`src/rtl/rmct_pkg.sv`:
```
// Shared types and constants for the range minimum count tree.
package rmct_pkg;

  localparam int NUM_LEAVES = 1024;
  localparam int LEAF_W     = $clog2(NUM_LEAVES);
  localparam int NODE_W     = LEAF_W + 1;
  localparam int NODE_DEPTH = 2 * NUM_LEAVES;
  localparam int VAL_W      = 32;
  localparam int CNT_W      = 11;
  localparam int SIZE_W     = 11;
  localparam int RIGHT_W    = 11;

  localparam logic [SIZE_W-1:0]  SIZE_RESET  = SIZE_W'(1024);
  localparam logic [SIZE_W-1:0]  SIZE_LIMIT  = SIZE_W'(NUM_LEAVES);
  localparam logic signed [VAL_W-1:0] VAL_MAX = {1'b0, {(VAL_W-1){1'b1}}};
  localparam logic [CNT_W-1:0]   CNT_ZERO    = '0;
  localparam logic [CNT_W-1:0]   CNT_ONE     = CNT_W'(1);
  localparam logic               CMD_SET     = 1'b0;
  localparam logic               CMD_QUERY   = 1'b1;

  typedef struct packed {
    logic                     cmd;
    logic [LEAF_W-1:0]        position;
    logic signed [VAL_W-1:0]  value;
    logic [LEAF_W-1:0]        left;
    logic [RIGHT_W-1:0]       right_end;
  } rmct_in_t;

  // Result item; the same shape is kept in every tree node.
  typedef struct packed {
    logic signed [VAL_W-1:0]  minimum;
    logic [CNT_W-1:0]         min_count;
  } rmct_out_t;

  localparam int NODE_BITS = $bits(rmct_out_t);

  typedef struct packed {
    logic load;
    logic set_leaf;
    logic set_up;
    logic q_lo;
    logic q_hi;
    logic out_load;
  } rmct_cmd_t;

  typedef struct packed {
    logic is_query;
    logic set_ok;
    logic lo_lt_hi;
    logic k_root;
    logic out_free;
  } rmct_sts_t;

endpackage

```
`src/rtl/rmct_ctrl.sv`:
```
// Sequencer for set and query walks over the tree.
module rmct_ctrl (
  input  logic              clk_i,
  input  logic              rst_ni,
  input  logic              in_valid_i,
  output logic              in_ready_o,
  input  rmct_pkg::rmct_sts_t sts_i,
  output rmct_pkg::rmct_cmd_t cmd_o
);
  import rmct_pkg::*;

  typedef enum logic [2:0] {
    ST_IDLE,
    ST_SET_LEAF,
    ST_SET_UP,
    ST_Q_LO,
    ST_Q_HI,
    ST_Q_DONE
  } state_e;

  state_e state_q;

  always_ff @(posedge clk_i or negedge rst_ni) begin
    if (!rst_ni) begin
      state_q <= ST_IDLE;
    end else begin
      case (state_q)
        ST_IDLE: begin
          if (in_valid_i) begin
            if (sts_i.is_query) begin
              state_q <= ST_Q_LO;
            end else if (sts_i.set_ok) begin
              state_q <= ST_SET_LEAF;
            end
          end
        end
        ST_SET_LEAF: state_q <= ST_SET_UP;
        ST_SET_UP: begin
          if (sts_i.k_root) begin
            state_q <= ST_IDLE;
          end
        end
        ST_Q_LO: begin
          state_q <= sts_i.lo_lt_hi ? ST_Q_HI : ST_Q_DONE;
        end
        ST_Q_HI: state_q <= ST_Q_LO;
        ST_Q_DONE: begin
          if (sts_i.out_free) begin
            state_q <= ST_IDLE;
          end
        end
        default: state_q <= ST_IDLE;
      endcase
    end
  end

  assign in_ready_o = (state_q == ST_IDLE);

  always_comb begin
    cmd_o          = '0;
    cmd_o.load     = (state_q == ST_IDLE) && in_valid_i;
    cmd_o.set_leaf = (state_q == ST_SET_LEAF);
    cmd_o.set_up   = (state_q == ST_SET_UP);
    cmd_o.q_lo     = (state_q == ST_Q_LO);
    cmd_o.q_hi     = (state_q == ST_Q_HI);
    cmd_o.out_load = (state_q == ST_Q_DONE) && sts_i.out_free;
  end

endmodule

```
`config.mk`:
```
export PLATFORM = sky130hd
export DESIGN_NAME = rmct_ctrl
export DESIGN_NICKNAME = d
export VERILOG_FILES = /design/src/rtl/rmct_pkg.sv /design/src/rtl/rmct_ctrl.sv
export SDC_FILE = /design/constraint.sdc
export NUM_CORES = 1
export LEC_CHECK = 0
export ABC_AREA = 1
export BUFFER_PORTS_ARGS = -buffer_cell sky130_fd_sc_hd__buf_2
export CORE_AREA = 2 2 39 41
export DETAILED_ROUTE_END_ITERATION = 7
export DIE_AREA = 0 0 41 43
export GPL_ROUTABILITY_DRIVEN = 0
export GPL_TIMING_DRIVEN = 1
export MAX_ROUTING_LAYER = met4
export PLACE_DENSITY_LB_ADDON = 0.12
export RECOVER_POWER = 100
export SLEW_MARGIN = 15
export SYNTH_ARGS = -nofsm -noshare
export SYNTH_HDL_FRONTEND = slang
export SYNTH_SLANG_ARGS = --single-unit
```
`constraint.sdc`:
```
create_clock -name clk_i -period 2.5 [get_ports clk_i]
set_input_delay 0.375 -clock clk_i [delete_from_list [all_inputs] [get_ports clk_i]]
set_output_delay 0.375 -clock clk_i [all_outputs]
set_load 0.1 [all_outputs]
```
# [After elaboration in Yosys (flattened, before gate mapping)]
# Cells that the tools add are included.
[word_totals] out_inout_bits=7 ff_bits=3 wordCells=21 inputBits=8
[op_classes] reduce_logical=4 eq_ne=9 mux=7
[ops] cell="$pmux 3 s6" count=1
[ops] cell="$mux 3" count=5
[ops] cell="$eq 3x2->1 const B" count=2
[ops] cell="$eq 3x3->1 const B" count=2
[ops] cell="$ne 2x2->1 const B" count=3
[ops] cell="$reduce_and 4->1" count=1
[ops] cell="$eq 3x1->1 const B" count=1
[ops] cell="$logic_not 3->1" count=1
[ops] cell="$ne 3x1->1 const B" count=1
[ops] cell="$logic_and 1x1->1" count=2
[ops] cell="$mux 1" count=1

# [Longest topological paths before layout]
# Gate-level depths: netlist (run 1).
[logic_depth] word_depth=4 ltp_mapped=7 mapped_depth_nobuf=7

# [Worst setup path after synthesis (run 1)]
# OpenSTA, ideal clock, no wires.
[synth_timing] path_kind="flip-flop to output port" startpoint="register state_q[1]" endpoint="output cmd_o[0] (netlist name)" n_path_buf=1 path_stages_with_launch=3 arrival_time_ps=2549 required_time_ps=2125 slack_ps=-424 path_cell_list="dfrtp_1 > buf_6 > nor3_1"
[synth_lines] item="start: declaration" line="rmct_ctrl.sv:21" rtl="state_e state_q;"
[synth_lines] item="start signal: assignment" line="rmct_ctrl.sv:44" rtl="state_q <= sts_i.lo_lt_hi ? ST_Q_HI : ST_Q_DONE;"
[synth_lines] item="end: declaration" line="rmct_ctrl.sv:8" rtl="output rmct_pkg::rmct_cmd_t cmd_o"

==> impl_metrics.ini, run 1 <==
[outcome]
status = complete, no violations

[cts]
clock_latency_ns = 0.24
clock-sinks = 3
cts_resized = 0
clockBufferDepth = 2
cts.clk_slew.worst_paths_ns = 0.04
cts_buffers = 3
cts.hold.buffers_added = 1
cts-root-buf = clkbuf_4
cts.htree.levels = 1
cts_tree = yes
post-cts-setup-buffers = 0

[critical_path]
worst_setup_path_end_kind = output pin
critPathKind = reg -> out
cp_data_arrival_time_ns = 1.77
reg2reg_depth = 4
cpMaxStageDelayCell = clkbuf_1
critPathMaxStageDelay_ns = 0.88
crit_path_start_kind = register
worst-path-max-fanout = 5
critical_path_required_ns = 2.12
worstPathCellList = inv_1 > nor3_1 > clkbuf_1

[cells_and_area]
fillers = 183
utilization = 0.253
largest_reg_flops = 3
area_delta_synth_final_pct = 48.9
multi_input_area_um2 = 118
drive_gt1_frac = 0.276
final_nets = 67
regArea_um2 = 75.1
largest_register = state_q
n_antenna_cell = 0
reg_top3 = state_q (3)

[detailed_routing]
antenna_left = 0
avgViaCountPerCell = 3.88
drt_wl_total_um = 561
drt_iter0_drc = 4
wl_per_cell_um = 7.58
drt_drc_violations_left = 0
dr_total_vias = 287
dr.pass1.iters = 4

[sta]
min_period_ns = 2.14
setup_viol = 0
report.final.hold_viol_count = 0
clock.fmax_mhz = 466
fin_crit_sh = 0.858
skew_ns = 0.00416
slew_headroom = 0.230
rsz0062_at_grt = no
finalMaxSlewViolations = 0
worstMarginPinSlew_ns = 1.16
hold_slack_ns = 0.444

[floorplan]
rows = 14
core-area_um2 = 1380
dieArea_um2 = 1760
dieHeight_um = 43
start_util = 0.170
die-width_um = 41
pin_count = 15

[placement]
dp.final_hpwl_um = 452
port_buffers = 14

[worst_hold_path]
hold-path-cell-count = 4
min_path_type = in -> reg

[global_route]
grt_overflow_total = 0
grt_usage = 0.0846
grt_pass1_vias = 261
antenna_found_initial = 0
grt_first_pass_wirelength_um = 966
grt_max_degree = 9

[synth]
synth_cells = 40
syn_nets = 48
seq_area_frac_synth = 0.319
yosysWarnings = 0
syn_area_um2 = 235
synth-seq-cells = 3
avgSynthCellArea_um2 = 5.88
synth_cell_types = 11

[run]
cap_violations = 0
## cells by family (layout without fill, tap and decap cells)
family / after synthesis / count (layout) / share of synthesized area
AND/OR/NAND/NOR: 24 / 24 / 0.426
buffers and inverters: 10 / 28 / 0.191
AO/OA/AOI/OAI: 3 / 3 / 0.0638
flip-flops: 3 / 3 / 0.319
## path summary, 6_finish.rpt
path / startpoint / endpoint / slack, ns
max in group asynchronous: rst_ni / state_q[0] / 1.88
max: state_q[2] / cmd_o[1] / 0.36
max reg2reg: state_q[1] / state_q[0] / 1.36
min in group asynchronous: rst_ni / state_q[2] / 0.47
min reg2reg: state_q[2] / state_q[1] / 0.70
min: sts_i[1] / state_q[1] / 0.44
## layout by cell type, fill, tap and decap left out
cell type	netlist	routed
dfrtp_1	3	3
o21ai_0	1	2
nor2_1	10	10
buf_2	0	8
clkbuf_1	0	3
inv_1	9	9
nand3_1	2	2
clkbuf_4	0	3
nor3_2	0	1
a21oi_1	1	1
nor3_1	4	3
dlygate4sd3_1	0	1
nand2_1	7	8
clkbuf_2	0	4
## final cells by class
| class | instances | share of cell area |
|---|---|---|
| well taps | 16 | 0.0571 |
| flip-flops and latches | 3 | 0.214 |
| multi-input cells | 27 | 0.336 |
| repair buffers | 15 | 0.221 |
| clock buffers | 4 | 0.0750 |
| inverters | 9 | 0.0964 |
## per-layer routing
metal	GRT usage	routed length, um	up-vias	share of wire
li1	-	-	154	-
met1	0.104	256	120	0.46
met2	0.109	235	11	0.42
met3	0.0157	50	2	0.089
met4	0.0800	19	0	0.034
met5	-	0	-	0
## synthesized netlist by cell type
library cell  number  area [um2]
dfrtp_1            3        75.1
nand2_2            1        6.26
nand3_1            2        10.0
a21oi_1            1        5.00
o21ai_0            1        5.00
o21ai_1            1        5.00
inv_1              9        33.8
nor2_1            10        37.5
nand2_1            7        26.3
buf_6              1        11.3
nor3_1             4        20.0
## metrics by stage
step	instances	TNS, ns	setup WS, ns	instance area [um2]
3_5_place_dp	69	0	0.883	319
4_1_cts	74	0	0.626	355
5_1_grt	74	0	0.287	350
6_report	74	0	0.356	350
2_1_floorplan	40	-1.26	-0.424	240
3_3_place_gp	69	0	0.882	319
## critical path, delay by kind of cell (launching register included)
| family | cells | cell delay (ns) |
|---|---|---|
| DFF | 1 | 0.41 |
| buffers and inverters | 2 | 0.98 |
| and+or+nand+nor | 1 | 0.13 |
Power of run 1 is not shown: default switching activity piles up to over one toggle a cycle in this logic, so the estimate is an artifact.
==> run 2, diff against run 1 <==
--- a/config.mk
+++ b/config.mk
@@ -6,16 +6,15 @@
 export NUM_CORES = 1
 export LEC_CHECK = 0
 export ABC_AREA = 1
-export BUFFER_PORTS_ARGS = -buffer_cell sky130_fd_sc_hd__buf_2
 export CORE_AREA = 2 2 39 41
 export DETAILED_ROUTE_END_ITERATION = 7
 export DIE_AREA = 0 0 41 43
-export GPL_ROUTABILITY_DRIVEN = 0
+export DONT_BUFFER_PORTS = 1
 export GPL_TIMING_DRIVEN = 1
 export MAX_ROUTING_LAYER = met4
 export PLACE_DENSITY_LB_ADDON = 0.12
 export RECOVER_POWER = 100
-export SLEW_MARGIN = 15
+export SLEW_MARGIN = 20
 export SYNTH_ARGS = -nofsm -noshare
 export SYNTH_HDL_FRONTEND = slang
 export SYNTH_SLANG_ARGS = --single-unit
==> impl_metrics.ini, run 2 (synthesized netlist as in run 1, its figures left out) <==
[outcome]
status = complete, no violations

[sta]
setup_viol = 0
skew_ns = 0.00565
clock.fmax_mhz = 494
worstMarginPinSlew_ns = 0.966
slew_headroom = 0.355
rsz0062_at_grt = no
fin_crit_sh = 0.810
timing.final.ws_setup_ns = 0.475
min_period_ns = 2.02
hold_slack_ns = 0.364
report.final.hold_viol_count = 0
finalMaxSlewViolations = 0

[critical_path]
critical_path_required_ns = 2.12
cp_data_arrival_time_ns = 1.65
r2r_setup_slack_ns = 1.33
critPathKind = reg -> out
r2r-start = state_q[0]
worst_setup_path_end_kind = output pin
worst-path-max-fanout = 7
worstReg2RegEnd = state_q[1]
crit_path_start_kind = register
reg2reg_depth = 7

[placement]
dp.final_hpwl_um = 466
port_buffers = 0
pre_cts_slack_ns = 0.978
place.gp.congestion = 0.704

[floorplan]
dieHeight_um = 43
pin_count = 15
start_util = 0.170
dieArea_um2 = 1760
die-width_um = 41
rows = 14
core-area_um2 = 1380

[cts]
clock-sinks = 3
cts_resized = 0
post-cts-setup-buffers = 0
clockBufferDepth = 2
cts.hold.buffers_added = 1
cts.htree.levels = 1
cts.clk_slew.worst_paths_ns = 0.04
cts-root-buf = clkbuf_4
cts_tree = yes
clock_latency_ns = 0.23
cts_buffers = 3

[cells_and_area]
area_delta_synth_final_pct = 63.3
final_cell_mix = inv_1, nor2_1, nand2_1
reg_top3 = state_q (3)
n_antenna_cell = 0
fillers = 153
largest_register = state_q
final_nets = 60
drive_gt1_frac = 0.255
largest_reg_flops = 3

[detailed_routing]
drt_iter0_drc = 1
dr.pass1.iters = 2
drt_drc_violations_left = 0
dr_total_vias = 266
avgViaCountPerCell = 3.97
drt_wl_total_um = 590
antenna_left = 0
wl_per_cell_um = 8.81

[global_route]
grt_pass1_vias = 273
antenna_found_initial = 0
grt_first_pass_wirelength_um = 1060
grt_overflow_total = 0
grt_max_degree = 9
grt_usage = 0.0930

[worst_hold_path]
holdPathEnd = state_q[0]
worstHoldStart = sts_i[2]
min_path_type = in -> reg
hold-path-cell-count = 3

[run]
cap_violations = 0
run 2: cell types whose count changed in the layout (fill, tap and decap cells not counted):
cell / change
nor2_1: -1
buf_2: -8
nor2_2: +1
nor3_1: -2
nor3_2: +1
nor3_4: +1
clkbuf_1: -2
dlymetal6s2s_1: +1
clkbuf_16: +2
run 2: through the flow:
stage / instance area, um2 / TNS [ns] / instances / utilization
floorplan: 240 / -1.26 / 40 / -
global placement: 378 / 0 / 62 / 0.273
detailed placement: 378 / 0 / 62 / 0.273
CTS: 414 / 0 / 67 / 0.299
global route: 384 / 0 / 67 / 0.278
finish: 384 / 0 / 67 / 0.278
run 2: worst max-delay path by stage:
stage | start | depth (start not counted) | slack [ns] | endpoint
after floorplan | state_q[1] | 2 | -0.42 | cmd_o[0]
after global placement | state_q[0] | 4 | 1.00 | cmd_o[5]
after detailed placement | state_q[0] | 4 | 0.98 | cmd_o[5]
after CTS | state_q[0] | 4 | 0.72 | cmd_o[5]
after global routing | state_q[0] | 3 | 0.35 | cmd_o[4]
final | state_q[0] | 3 | 0.48 | cmd_o[4]
run 2: area by class of cell:
type,count,area [um2],share of cell area
Clock buffer,4,26.3,0.0684
Inverter,9,33.8,0.0879
Multi-Input combinational cell,27,136,0.355
Sequential cell,3,75.1,0.195
Tap cell,16,20.0,0.0521
Timing Repair Buffer,8,92.6,0.241
run 2: critical path: stages (launching register included):
cell and delay [ns]:
dfrtp_1 0.48, inv_1 0.08, nor3_2 0.09, dlymetal6s2s_1 0.76
run 2: routing by layer:
layer  GRT usage  routed length [um]
met4      0.0600                   0
met5           -                   0
met2       0.116                 274
met1       0.124                 278
met3      0.0314                  37
Power of run 2 is left out for the same reason.
